File: config.mk
export PLATFORM = sky130hd
export DESIGN_NAME = imu_motion_detector_core
export DESIGN_NICKNAME = d
export VERILOG_FILES = /design/src/hw/rtl/imd_pkg.sv /design/src/hw/rtl/imu_motion_detector_core.sv /design/src/hw/rtl/imd_isqrt.sv
export SDC_FILE = /design/constraint.sdc
export NUM_CORES = 2
export LEC_CHECK = 0
export BUFFER_PORTS_ARGS = -buffer_cell sky130_fd_sc_hd__buf_4
export CAP_MARGIN = 5
export CORE_UTILIZATION = 35
export DETAILED_ROUTE_END_ITERATION = 8
export PLACE_DENSITY = 0.59
export SETUP_SLACK_MARGIN = 0.2
export SLEW_MARGIN = 20
export SYNTH_ARGS = -nofsm -noshare
export SYNTH_HDL_FRONTEND = slang
export SYNTH_SLANG_ARGS = --single-unit
File: constraint.sdc
create_clock -name clk -period 15.2 [get_ports clk]
set_input_delay 0.76 -clock clk [delete_from_list [all_inputs] [get_ports clk]]
set_output_delay 0.76 -clock clk [all_outputs]
set_load 0.05 [all_outputs]
File: src/hw/rtl/imd_pkg.sv
// imu motion detector package: widths, fixed-point constants, register indexes
// no dependencies; imported by imd_isqrt and imu_motion_detector_core
`default_nettype none

package imd_pkg;

	localparam int SAMPLE_BITS = 16;
	localparam int FRAC_BITS   = 8;
	localparam int MAX_CALIB   = 4096;
	localparam int MAX_HOLD    = 255;

	localparam int FILT_W  = SAMPLE_BITS + FRAC_BITS;
	localparam int CALIB_W = 13;
	localparam int SUM_W   = SAMPLE_BITS + CALIB_W;
	localparam int DVD_W   = SUM_W + FRAC_BITS;
	localparam int HOLD_W  = 8;
	localparam int SQ_W    = 32;
	localparam int ROOT_W  = 16;

	typedef enum logic [2:0] {
		REG_FILTER_ALPHA = 3'd0,
		REG_CALIB_COUNT  = 3'd1,
		REG_ACCEL_ENTER  = 3'd2,
		REG_GYRO_ENTER   = 3'd3,
		REG_ACCEL_CLEAR  = 3'd4,
		REG_GYRO_CLEAR   = 3'd5,
		REG_ENTER_HOLD   = 3'd6,
		REG_CLEAR_HOLD   = 3'd7
	} cfg_reg_t;

	typedef struct packed {
		logic done;
		logic [ROOT_W-1:0] root;
	} sqrt_res_t;

endpackage

`default_nettype wire

File: src/hw/rtl/imu_motion_detector_core.sv
// imu motion detector top level: calibration, per-axis ema, magnitudes, hysteresis
// depends on imd_pkg and imd_isqrt
`default_nettype none

// One request carries a six-axis sample. The first calib_count requests after
// reset only accumulate; the last of them divides the sums (one bit-serial
// divider for all six axes) and measures the rest magnitude, and gives no
// result. Every later request runs six ema updates through the shared
// multiplier, then per vector three squares through the same multiplier and
// a pass through the square-root unit, then the decision state. in_ready is
// high only while the sequencer is idle; a finished result waits in the
// output register and only blocks the sequencer when a second result is
// ready before the first is taken. A configuration write is used at once,
// also by a request that is in progress.
module imu_motion_detector_core (
	input  wire logic        clk,
	input  wire logic        arst_n,
	input  wire logic        cfg_we,
	input  wire logic [2:0]  cfg_index,
	input  wire logic [15:0] cfg_data,
	input  wire logic        in_valid,
	output logic             in_ready,
	input  wire logic signed [15:0] accel_x,
	input  wire logic signed [15:0] accel_y,
	input  wire logic signed [15:0] accel_z,
	input  wire logic signed [15:0] rate_x,
	input  wire logic signed [15:0] rate_y,
	input  wire logic signed [15:0] rate_z,
	output logic             out_valid,
	input  wire logic        out_ready,
	output logic signed [15:0] filt_accel_x,
	output logic signed [15:0] filt_accel_y,
	output logic signed [15:0] filt_accel_z,
	output logic signed [15:0] filt_rate_x,
	output logic signed [15:0] filt_rate_y,
	output logic signed [15:0] filt_rate_z,
	output logic [15:0]      accel_mag,
	output logic [15:0]      rate_mag,
	output logic             motion
);
	import imd_pkg::*;

	typedef enum logic [10:0] {
		ST_IDLE     = 11'b00000000001,
		ST_DIV_LOAD = 11'b00000000010,
		ST_DIV_RUN  = 11'b00000000100,
		ST_DIV_STOR = 11'b00000001000,
		ST_EMA_MUL  = 11'b00000010000,
		ST_EMA_UPD  = 11'b00000100000,
		ST_SQ_MUL   = 11'b00001000000,
		ST_SQ_ACC   = 11'b00010000000,
		ST_SQRT     = 11'b00100000000,
		ST_DECIDE   = 11'b01000000000,
		ST_UNUSED   = 11'b10000000000
	} state_t;

	localparam int PROD_W = FILT_W + 1 + 17;
	localparam int CNT_W  = $clog2(DVD_W);

	// saturate a signed value to the sample range
	function automatic logic signed [SAMPLE_BITS-1:0] sat_s(input logic signed [SAMPLE_BITS+1:0] v);
		logic signed [SAMPLE_BITS+1:0] hi, lo;
		hi = (SAMPLE_BITS+2)'((1 << (SAMPLE_BITS-1)) - 1);
		lo = -hi - $signed((SAMPLE_BITS+2)'(1));
		if (v > hi) return hi[SAMPLE_BITS-1:0];
		if (v < lo) return lo[SAMPLE_BITS-1:0];
		return v[SAMPLE_BITS-1:0];
	endfunction

	// filter value to input units, ties toward plus infinity
	function automatic logic signed [SAMPLE_BITS-1:0] axis_out(input logic signed [FILT_W-1:0] f);
		logic signed [FILT_W:0] t;
		t = {f[FILT_W-1], f} + (FILT_W+1)'(1 << (FRAC_BITS-1));
		return sat_s((SAMPLE_BITS+2)'(t >>> FRAC_BITS));
	endfunction

	// configuration registers
	logic [15:0]        alpha_q, acc_enter_q, gyr_enter_q, acc_clear_q, gyr_clear_q;
	logic [CALIB_W-1:0] calib_cnt_q;
	logic [HOLD_W-1:0]  enter_hold_q, clear_hold_q;

	always_ff @(posedge clk or negedge arst_n) begin
		if (!arst_n) begin
			alpha_q      <= 16'd6554;
			calib_cnt_q  <= CALIB_W'(100);
			acc_enter_q  <= 16'd205;
			gyr_enter_q  <= 16'd160;
			acc_clear_q  <= 16'd82;
			gyr_clear_q  <= 16'd64;
			enter_hold_q <= HOLD_W'(5);
			clear_hold_q <= HOLD_W'(20);
		end else if (cfg_we) begin
			case (cfg_reg_t'(cfg_index))
				REG_FILTER_ALPHA: alpha_q      <= cfg_data;
				REG_CALIB_COUNT:  calib_cnt_q  <= cfg_data[CALIB_W-1:0];
				REG_ACCEL_ENTER:  acc_enter_q  <= cfg_data;
				REG_GYRO_ENTER:   gyr_enter_q  <= cfg_data;
				REG_ACCEL_CLEAR:  acc_clear_q  <= cfg_data;
				REG_GYRO_CLEAR:   gyr_clear_q  <= cfg_data;
				REG_ENTER_HOLD:   enter_hold_q <= cfg_data[HOLD_W-1:0];
				REG_CLEAR_HOLD:   clear_hold_q <= cfg_data[HOLD_W-1:0];
				default: ;
			endcase
		end
	end

	// sequencer and datapath state
	state_t                         state_q;
	logic [2:0]                     axis_q;
	logic [1:0]                     k_q;
	logic                           mag_sel_q;
	logic [CNT_W-1:0]               cnt_q;
	logic signed [SAMPLE_BITS-1:0]  x_q [6];
	logic signed [SUM_W-1:0]        sum_q [6];
	logic signed [FILT_W-1:0]       filt_q [6];
	logic signed [SAMPLE_BITS-1:0]  bias_q [3];
	logic [CALIB_W-1:0]             seen_q;
	logic                           cal_q;
	logic [15:0]                    rest_q, amag_q, rmag_q;
	logic                           flag_q;
	logic [HOLD_W-1:0]              erun_q, crun_q;
	logic [DVD_W-1:0]               quo_q;
	logic [CALIB_W-1:0]             rem_q;
	logic                           neg_q;
	logic signed [PROD_W-1:0]       prod_q;
	logic [SQ_W-1:0]                sumsq_q;
	logic                           out_valid_q;

	logic signed [SAMPLE_BITS-1:0]  in_x [6];
	assign in_x[0] = accel_x;
	assign in_x[1] = accel_y;
	assign in_x[2] = accel_z;
	assign in_x[3] = rate_x;
	assign in_x[4] = rate_y;
	assign in_x[5] = rate_z;

	logic accept;
	assign in_ready = (state_q == ST_IDLE);
	assign accept   = in_valid && in_ready;

	// calibration length, zero acts as one, clamped to the maximum
	logic [CALIB_W-1:0] need, seen_n;
	always_comb begin
		need = calib_cnt_q;
		if (need == '0) need = CALIB_W'(1);
		if (need > CALIB_W'(MAX_CALIB)) need = CALIB_W'(MAX_CALIB);
		seen_n = seen_q + 1'b1;
	end

	// divider: magnitude of the sum (scaled for accel) plus half the count
	logic [SUM_W-1:0]   sum_abs;
	logic [DVD_W-1:0]   dvd;
	logic [CALIB_W:0]   rshift;
	logic [DVD_W:0]     qsigned;
	always_comb begin
		sum_abs = sum_q[axis_q][SUM_W-1] ? SUM_W'(-sum_q[axis_q]) : SUM_W'(sum_q[axis_q]);
		if (axis_q < 3'd3)
			dvd = {sum_abs, {FRAC_BITS{1'b0}}};
		else
			dvd = DVD_W'(sum_abs);
		dvd     = dvd + DVD_W'(seen_q >> 1);
		rshift  = {rem_q, quo_q[DVD_W-1]};
		qsigned = neg_q ? -{1'b0, quo_q} : {1'b0, quo_q};
	end

	// shared multiplier operands
	logic signed [FILT_W:0]         mul_a;
	logic signed [16:0]             mul_b;
	logic signed [SAMPLE_BITS-1:0]  sq_val;
	logic signed [FILT_W:0]         ema_diff;
	always_comb begin
		sq_val   = axis_out(filt_q[{1'b0, k_q} + (mag_sel_q ? 3'd3 : 3'd0)]);
		ema_diff = (FILT_W+1)'(x_q[axis_q]) * (FILT_W+1)'(1 << FRAC_BITS)
			- (FILT_W+1)'(filt_q[axis_q]);
		if (state_q == ST_EMA_MUL) begin
			mul_a = ema_diff;
			mul_b = $signed({1'b0, alpha_q});
		end else begin
			mul_a = (FILT_W+1)'(sq_val);
			mul_b = 17'(sq_val);
		end
	end

	always_ff @(posedge clk) begin
		prod_q <= PROD_W'(mul_a) * PROD_W'(mul_b);
	end

	// ema step: add the product rounded at bit 16, ties toward plus infinity
	logic signed [PROD_W-1:0] prod_rnd;
	logic signed [FILT_W-1:0] filt_new;
	assign prod_rnd = prod_q + PROD_W'(1 << 15);
	assign filt_new = FILT_W'(filt_q[axis_q] + FILT_W'(prod_rnd >>> 16));

	logic [SQ_W-1:0] sumsq_n;
	assign sumsq_n = (k_q == 2'd0 ? '0 : sumsq_q) + prod_q[SQ_W-1:0];

	logic      sqrt_start;
	sqrt_res_t sqrt_res;
	assign sqrt_start = (state_q == ST_SQ_ACC) && (k_q == 2'd2);

	imd_isqrt u_sqrt (
		.clk      (clk),
		.arst_n   (arst_n),
		.start    (sqrt_start),
		.radicand (sumsq_n),
		.res      (sqrt_res)
	);

	// hysteresis decision
	logic [15:0]       dev;
	logic              cand_m, cand_q, flag_n, go;
	logic [HOLD_W-1:0] erun_n, crun_n;
	always_comb begin
		dev    = (amag_q >= rest_q) ? amag_q - rest_q : rest_q - amag_q;
		cand_m = (dev >= acc_enter_q) || (rmag_q >= gyr_enter_q);
		cand_q = (dev <= acc_clear_q) && (rmag_q <= gyr_clear_q);
		flag_n = flag_q;
		erun_n = '0;
		crun_n = '0;
		if (!flag_q) begin
			if (cand_m) begin
				erun_n = (erun_q < HOLD_W'(MAX_HOLD)) ? erun_q + 1'b1 : erun_q;
				if (erun_n >= enter_hold_q) begin
					flag_n = 1'b1;
					erun_n = '0;
				end
			end
		end else begin
			if (cand_q) begin
				crun_n = (crun_q < HOLD_W'(MAX_HOLD)) ? crun_q + 1'b1 : crun_q;
				if (crun_n >= clear_hold_q) begin
					flag_n = 1'b0;
					crun_n = '0;
				end
			end
		end
		go = !out_valid_q || out_ready;
	end

	// control state
	always_ff @(posedge clk or negedge arst_n) begin
		if (!arst_n) begin
			state_q     <= ST_IDLE;
			axis_q      <= '0;
			k_q         <= '0;
			mag_sel_q   <= 1'b0;
			cnt_q       <= '0;
			seen_q      <= '0;
			cal_q       <= 1'b0;
			flag_q      <= 1'b0;
			erun_q      <= '0;
			crun_q      <= '0;
			out_valid_q <= 1'b0;
			rest_q      <= '0;
			for (int i = 0; i < 6; i++) begin
				sum_q[i]  <= '0;
				filt_q[i] <= '0;
			end
			for (int i = 0; i < 3; i++) bias_q[i] <= '0;
		end else begin
			if (out_valid_q && out_ready) out_valid_q <= 1'b0;
			case (state_q)
				ST_IDLE: begin
					if (accept) begin
						axis_q <= '0;
						if (!cal_q) begin
							// calibration: accumulate, divide on the last sample
							for (int i = 0; i < 6; i++)
								sum_q[i] <= sum_q[i] + SUM_W'(in_x[i]);
							seen_q <= seen_n;
							if (seen_n >= need) state_q <= ST_DIV_LOAD;
						end else begin
							state_q <= ST_EMA_MUL;
						end
					end
				end
				ST_DIV_LOAD: begin
					cnt_q   <= '0;
					state_q <= ST_DIV_RUN;
				end
				ST_DIV_RUN: begin
					cnt_q <= cnt_q + 1'b1;
					if (cnt_q == CNT_W'(DVD_W - 1)) state_q <= ST_DIV_STOR;
				end
				ST_DIV_STOR: begin
					if (axis_q < 3'd3) begin
						filt_q[axis_q] <= qsigned[FILT_W-1:0];
					end else begin
						bias_q[2'(axis_q - 3'd3)] <= qsigned[SAMPLE_BITS-1:0];
						filt_q[axis_q]            <= '0;
					end
					if (axis_q == 3'd5) begin
						mag_sel_q <= 1'b0;
						k_q       <= '0;
						state_q   <= ST_SQ_MUL;
					end else begin
						axis_q  <= axis_q + 1'b1;
						state_q <= ST_DIV_LOAD;
					end
				end
				ST_EMA_MUL: state_q <= ST_EMA_UPD;
				ST_EMA_UPD: begin
					filt_q[axis_q] <= filt_new;
					if (axis_q == 3'd5) begin
						mag_sel_q <= 1'b0;
						k_q       <= '0;
						state_q   <= ST_SQ_MUL;
					end else begin
						axis_q  <= axis_q + 1'b1;
						state_q <= ST_EMA_MUL;
					end
				end
				ST_SQ_MUL: state_q <= ST_SQ_ACC;
				ST_SQ_ACC: begin
					if (k_q == 2'd2) begin
						state_q <= ST_SQRT;
					end else begin
						k_q     <= k_q + 1'b1;
						state_q <= ST_SQ_MUL;
					end
				end
				ST_SQRT: begin
					if (sqrt_res.done) begin
						if (mag_sel_q) begin
							state_q <= ST_DECIDE;
						end else if (!cal_q) begin
							// rest level measured, calibration complete
							rest_q  <= sqrt_res.root;
							cal_q   <= 1'b1;
							state_q <= ST_IDLE;
						end else begin
							mag_sel_q <= 1'b1;
							k_q       <= '0;
							state_q   <= ST_SQ_MUL;
						end
					end
				end
				ST_DECIDE: begin
					// hold until the output register is free
					if (go) begin
						flag_q      <= flag_n;
						erun_q      <= erun_n;
						crun_q      <= crun_n;
						out_valid_q <= 1'b1;
						state_q     <= ST_IDLE;
					end
				end
				default: state_q <= ST_IDLE;
			endcase
		end
	end

	// payload registers
	always_ff @(posedge clk) begin
		if (accept && cal_q) begin
			// latch sample, rate with bias removed and saturated
			for (int i = 0; i < 3; i++) begin
				x_q[i]     <= in_x[i];
				x_q[3 + i] <= sat_s((SAMPLE_BITS+2)'(in_x[3 + i])
					- (SAMPLE_BITS+2)'(bias_q[i]));
			end
		end
		if (state_q == ST_DIV_LOAD) begin
			quo_q <= dvd;
			rem_q <= '0;
			neg_q <= sum_q[axis_q][SUM_W-1];
		end else if (state_q == ST_DIV_RUN) begin
			if (rshift >= {1'b0, seen_q}) begin
				rem_q <= CALIB_W'(rshift - {1'b0, seen_q});
				quo_q <= {quo_q[DVD_W-2:0], 1'b1};
			end else begin
				rem_q <= rshift[CALIB_W-1:0];
				quo_q <= {quo_q[DVD_W-2:0], 1'b0};
			end
		end
		if (state_q == ST_SQ_ACC) sumsq_q <= sumsq_n;
		if (state_q == ST_SQRT && sqrt_res.done) begin
			if (mag_sel_q) rmag_q <= sqrt_res.root;
			else           amag_q <= sqrt_res.root;
		end
		if (state_q == ST_DECIDE && go) begin
			filt_accel_x <= axis_out(filt_q[0]);
			filt_accel_y <= axis_out(filt_q[1]);
			filt_accel_z <= axis_out(filt_q[2]);
			filt_rate_x  <= axis_out(filt_q[3]);
			filt_rate_y  <= axis_out(filt_q[4]);
			filt_rate_z  <= axis_out(filt_q[5]);
			accel_mag    <= amag_q;
			rate_mag     <= rmag_q;
			motion       <= flag_n;
		end
	end

	assign out_valid = out_valid_q;

endmodule

`default_nettype wire

File: src/hw/rtl/imd_isqrt.sv
// iterative rounded integer square root, two radicand bits per cycle
// depends on imd_pkg
`default_nettype none

module imd_isqrt (
	input  wire logic                     clk,
	input  wire logic                     arst_n,
	input  wire logic                     start,
	input  wire logic [imd_pkg::SQ_W-1:0] radicand,
	output imd_pkg::sqrt_res_t            res
);
	import imd_pkg::*;

	localparam int ITERS = SQ_W / 2;
	localparam int IT_W  = $clog2(ITERS);

	logic [SQ_W-1:0] s_q, r_q, bit_q;
	logic [IT_W-1:0] it_q;
	logic            run_q, done_q;
	logic [SQ_W:0]   rb, rnd;
	logic            fits;

	assign rb   = {1'b0, r_q} + {1'b0, bit_q};
	assign fits = {1'b0, s_q} >= rb;

	always_ff @(posedge clk or negedge arst_n) begin
		if (!arst_n) begin
			run_q  <= 1'b0;
			done_q <= 1'b0;
			it_q   <= '0;
		end else begin
			done_q <= 1'b0;
			if (start) begin
				run_q <= 1'b1;
				it_q  <= '0;
			end else if (run_q) begin
				it_q <= it_q + 1'b1;
				if (it_q == IT_W'(ITERS - 1)) begin
					run_q  <= 1'b0;
					done_q <= 1'b1;
				end
			end
		end
	end

	always_ff @(posedge clk) begin
		if (start) begin
			s_q   <= radicand;
			r_q   <= '0;
			bit_q <= {2'b01, {(SQ_W-2){1'b0}}};
		end else if (run_q) begin
			if (fits) begin
				s_q <= s_q - rb[SQ_W-1:0];
				r_q <= (r_q >> 1) + bit_q;
			end else begin
				r_q <= r_q >> 1;
			end
			bit_q <= bit_q >> 2;
		end
	end

	// round to nearest: remainder above root means the upper neighbor is closer
	assign rnd = {1'b0, r_q} + {{SQ_W{1'b0}}, (s_q > r_q)};

	always_comb begin
		res.done = done_q;
		if (rnd > {{(SQ_W-ROOT_W+1){1'b0}}, {ROOT_W{1'b1}}})
			res.root = '1;
		else
			res.root = rnd[ROOT_W-1:0];
	end

endmodule

`default_nettype wire

* Yosys cells after proc, flatten, opt, wreduce, memory -nomap -nowiden *
Memories as Yosys holds them, arrays and structs flattened.
Cells that the tools add are included.

storage, ports and cells
  output and inout bits = 131
  RAM bits = 96
  memories = 1
  word-level logic and storage cells = 402
  register bits = 916
  bits of input ports = 120

cells by class
  reductions and logical operators = 43
  $lt $le $gt $ge = 41
  $mul = 1
  bitwise gates (word level) = 8
  equality and inequality tests = 31
  $add $sub $neg = 39
  multiplexer cells = 181

memories
  memory  words  bits a word  rd ports  clocked after Yosys merged registers in  wr ports  line                             RTL
  x_q     6      16           1         0                                        6         imu_motion_detector_core.sv:113  logic signed [SAMPLE_BITS-1:0] x_q [6];

operators by type and width
  operator               number
  $mux 16                46
  $bwmux 144             2
  $pmux 144 s2           1
  $add 24x9->25 const B  7
  $add 29x16->29         6
  $gt 17x16->1 const B   10
  $lt 17x16->1 const B   10
  $mux 32                5
  $and 144x144->144      1
  $bmux 24 s3            2
  $mux 144               1
  $mux 24                6
  $not 144->144          1
  $mux 37                3
  $pmux 11 s10           1
  $bmux 29 s3            1
  $mux 29                3
  $demux 24 s3           1
  $mux 1                 69
  $mux 11                6
  $mux 8                 8
  $sub 16x16->17         3
  $bwmux 48              1
  $ge 16x16->1           3
  86 further kinds       147

* Longest topological paths before layout *
  depth after elaboration = 14
  depth in mapped cells = 50

* Modules after synthesis *
A second synthesis with hierarchy kept.

unflattened totals
  cells, all modules = 9265
  area, all modules = 84287.1 um^2

modules (own cells, without submodules)
  module                    seq. area each (um^2)  times used  cells an instance  area each (um^2)
  imu_motion_detector_core  24551.0                1           8204               75708.9
  imd_isqrt                 2072.0                 1           1061               8578.2

* Worst setup path after synthesis *
No wires, ideal clock.

  path kind = reg2reg
  start = register axis_q[0]
  end = register prod_q[39]
  setup time = 0.128 ns
  path slack = 3.601 ns
  data required time = 15.072 ns
  arrival time = 11.471 ns
  stages on the path, launching flop included = 44
  buffers on the path = 11
  cells stage by stage = dfrtp_1 -> buf_2 -> buf_4 -> buf_6 -> buf_4 -> buf_4 -> buf_4 -> buf_2 -> buf_1 -> clkbuf_1 -> buf_1 -> mux2i_1 -> nor2_1 -> a21o_1 -> inv_1 -> ha_1 -> a21oi_1 -> nand2_1 -> [8 not listed] -> inv_1 -> fa_1 -> fa_1 -> fa_1 -> fa_1 -> inv_1 -> fa_1 -> inv_1 -> ha_1 -> and3_1 -> a221o_1 -> a221o_1 -> a41o_1 -> clkbuf_1 -> and3b_1 -> a41oi_1 -> o311a_1 -> nand4_1

on the way
  longest elaborated chain between the ends = 7

RTL lines
  what                                        line                             RTL
  from (decl)                                 imu_motion_detector_core.sv:109  logic [2:0] axis_q;
  from (signal assigned)                      imu_motion_detector_core.sv:297  axis_q <= axis_q + 1'b1;
  from (signal assigned)                      imu_motion_detector_core.sv:309  axis_q <= axis_q + 1'b1;
  $not 3->4 (not written as such)             imu_motion_detector_core.sv:174  - (FILT_W+1)'(filt_q[axis_q]);
  $bmux 24 s3                                 imu_motion_detector_core.sv:174
  $mux 24 (not written as such) (2 in a row)  imu_motion_detector_core.sv:174
  $sub 24x24->25 *                            imu_motion_detector_core.sv:174
  $mux 25 *                                   imu_motion_detector_core.sv:175  if (state_q == ST_EMA_MUL) begin
  $mul 25x17->40 *                            imu_motion_detector_core.sv:185  prod_q <= PROD_W'(mul_a) * PROD_W'(mul_b);
  to (signal assigned)                        imu_motion_detector_core.sv:185
  to (decl)                                   imu_motion_detector_core.sv:125  logic signed [PROD_W-1:0] prod_q;

Mark *: on every way between the ends. The rest lies on a longest branch, timed or not. The select of a mux whose other input is x is not followed.
A chain may end at the register's enable or synchronous reset.

* Final worst setup path *
  start = register mag_sel_q
  end = register prod_q[38]

on the way
  longest elaborated chain between the ends = 14

RTL lines
  what                                       line                             RTL
  from (decl)                                imu_motion_detector_core.sv:111  logic mag_sel_q;
  from (signal assigned)                     imu_motion_detector_core.sv:246  mag_sel_q <= 1'b0;
  from (signal assigned)                     imu_motion_detector_core.sv:293  mag_sel_q <= 1'b0;
  from (signal assigned)                     imu_motion_detector_core.sv:305  mag_sel_q <= 1'b0;
  $mux 2 *                                   imu_motion_detector_core.sv:172  sq_val = axis_out(filt_q[{1'b0, k_q} + (mag_sel_q ? 3'd3 : 3'd0)]);
  $add 2x2->3 *                              imu_motion_detector_core.sv:172
  $not 3->4 *                                imu_motion_detector_core.sv:172
  $bmux 24 s3 *                              imu_motion_detector_core.sv:172
  $mux 24 * (2 in a row)                     imu_motion_detector_core.sv:172
  $add 24x9->25 *                            imu_motion_detector_core.sv:73   t = {f[FILT_W-1], f} + (FILT_W+1)'(1 << (FRAC_BITS-1));
  $lt 17x16->1                               imu_motion_detector_core.sv:66   if (v < lo) return lo[SAMPLE_BITS-1:0];
  $mux 1 (2 in a row)                        imu_motion_detector_core.sv:66
  $mux 16                                    imu_motion_detector_core.sv:67   return v[SAMPLE_BITS-1:0];
  $mux 16 *                                  imu_motion_detector_core.sv:66
  $mux 25 / $mux 17 (equally long branches)  imu_motion_detector_core.sv:175
  $mul 25x17->40 *                           imu_motion_detector_core.sv:185

Marked as above.

==> results.ini <==
[finish]
drive_above_1_share=0.0903
syn_to_final_growth_pct=11.5
nets=10400

[logic_synthesis]
synth-warning-count=0
netlist_area_um2=83000
ys_ff_latch=1011
synth_top_area_frac=0.158
ys.flop_type=dfrtp_1
synth_cell_type_count=102
async_flop_share=0.545
yosys.cell_count.top_type=nand2_1
synth.avg_cell_area_um2=9.12
synthCells=9097
synth_enable_flop_cells=359
synthTopCellsByArea=dfrtp_1 16%, edfxtp_1 13%, fa_1 10%, ha_1 9.9%, nand2_1 4.9%
synth_common_cells=1088 x nand2_1, 804 x inv_1, 706 x o21ai_0, 705 x nor2_1, 657 x ha_1
seq_area_frac_synth=0.321
yosysTopAreaCell=dfrtp_1

[setup_path]
cp-start-kind=flip-flop
crit_path_top_delay_cell=a2111oi_0
path_class=reg2reg
cp_common_cell=fa_1
cp_data_required_time_ns=15.92
crit_path_end_kind=flip-flop
crit_arrival_ns=13.51
cpPeakStageDelay_ns=0.90
crit_fanout=27

[global_route]
grtUsageMet1=0.329
grt_usage=0.240
antenna_found_initial=15
grt_pass1_vias=68000
grt-busiest-layer=met2
grt_pass1_wl_um=434000
met2_usage=0.372
met3_usage=0.0476
grt_max_degree=143
overflow=0

[detailed_routing]
vias=69300
drtPass1Iterations=9
routed_via_density=5.55
drtIter0Drc=6583
drc=0
wl_um=291000
drtAntennaViolNets=0
drt-wirelength-per-cell_um=23.3

[sta]
setup_viol=0
fin_worst_skew_ns=0.103
hold_viol=0
worst_slew_pin_slew_ns=1.22
relSlewSlack=0.183
period_minus_slack_ns=12.79
fin_crit_sh=0.841
rsz0062_at_grt=no
fmax_mhz=78.2
whs_ns=0.138
drv_slew=0
tns_ns=0

[floorplanning]
io_pins=251
die_x_um=489
die_h_um=489
core_um2=235000
start_util=0.353
die-area_um2=239000
std_cell_rows=178

[clocking]
cts.htree.levels=3
cts_sinks=1011
clk_pin_slew_ns=0.07
worstSkewPairLatency_ns=0.84
cts_root_buf=clkbuf_16
cts_inserted_buffers=120
post_cts_resized=0
cts.path.max_buffers=3
cts_tree=done
postCtsHoldBufs=1
postCtsSetupBuffers=0

[power_and_ir_drop]
vdd_drop_max_mv=0.105
power_density_nw_per_um2=130
p_leak_nw=40.4

[outcome]
outcome=complete, no violations

[place]
dp_hpwl_um=229000
gp_congestion=1.01
io_buffers=250

[min_path]
hp-class=in2reg

[flow_run]
max-cap-violations=0

[cell families after synthesis]
logic type      Yosys count  share of synthesized area
mux                     305                     0.0435
buf+inv                1165                     0.0546
xor+xnor                624                     0.0659
fa+ha+maj              1076                      0.200
flops                  1011                      0.321
compound gates         2145                      0.162
other cells               2                  0.0000905
simple gates           2769                      0.153
[layer usage]
layer	up-vias	part of all wire
met2	2694	0.44
met5	-	0.00016
met3	517	0.080
met1	34200	0.44
met4	8	0.037
li1	31900	-
[through the flow]
stage                     total power (W)  cells  cell area (um^2)  setup WS, ns  utilization
after floorplan                   0.00717   9103             83000          3.60            -
after global placement            0.00874  12200             88200          2.55        0.375
after detailed placement          0.00886  12200             88200          2.38        0.375
after CTS                          0.0120  12500             92500          2.43        0.393
after global routing               0.0127  12500             92500          1.69        0.393
final                              0.0120  12500             92500          2.41        0.393
[where the power goes]
group	internal, W	switching, W	total, W
clock network	0.00182	0.00127	0.00309
logic	0.00195	0.00317	0.00512
registers	0.00327	0.000537	0.00380
[registers in the layout, summed over array words and instances (netlist names), 32 cells and up]
register    flops
x_q            96
prod_q         40
u_sqrt.r_q     32
quo_q          37
filt_q        144
sumsq_q        32
u_sqrt.s_q     32
sum_q         174
bias_q         48
[area by class of cell]
cell class | instances | area (um^2)
Antenna cell | 7 | 17.5
Clock buffer | 162 | 3330
Clock inverter | 67 | 873
Fill cell | 23400 | 143000
Inverter | 810 | 3050
Multi-Input combinational cell | 6927 | 52000
Sequential cell | 1011 | 26600
Tap cell | 3150 | 3940
Timing Repair Buffer | 352 | 2670
[worst max-delay path, delay by kind of cell (launching register included)]
kind,cells,cell delay [ns]
simple gates,12,3.52
flops,1,0.61
fa+ha+maj,9,4.07
buf+inv,5,0.50
compound gates,10,4.02
[path summary, 6_finish.rpt]
path	startpoint	end	slack, ns	depth (start not counted)
max	mag_sel_q	prod_q[38]	2.41	36
min	accel_x[9]	x_q[0][9]	0.14	1
max reg2reg	mag_sel_q	prod_q[38]	2.41	36
min reg2reg	sum_q[57]	sum_q[57]	0.47	1
max in group asynchronous	arst_n	filt_q[129]	12.18	4
min in group asynchronous	arst_n	erun_q[3]	0.55	2
[layout by cell type, fill, tap and decap left out, types with 101 or more instances in the layout]
cell type,Yosys,routed
clkbuf_16,0,122
a21oi_1,471,471
xor2_1,245,244
dfrtp_1,525,521
edfxtp_1,359,359
inv_1,804,803
o21ai_0,706,704
nor2b_1,112,111
nand2_1,1088,1085
ha_1,657,656
xnor2_1,379,379
a21o_1,214,214
dfxtp_1,101,101
nor2_1,705,700
mux2i_1,132,132
fa_1,419,419
nand2b_1,112,112
nor3_1,129,125
nand3_1,196,196
buf_4,4,347
mux2_2,143,143
No activity file was read; power rests on OpenSTA's default activity.
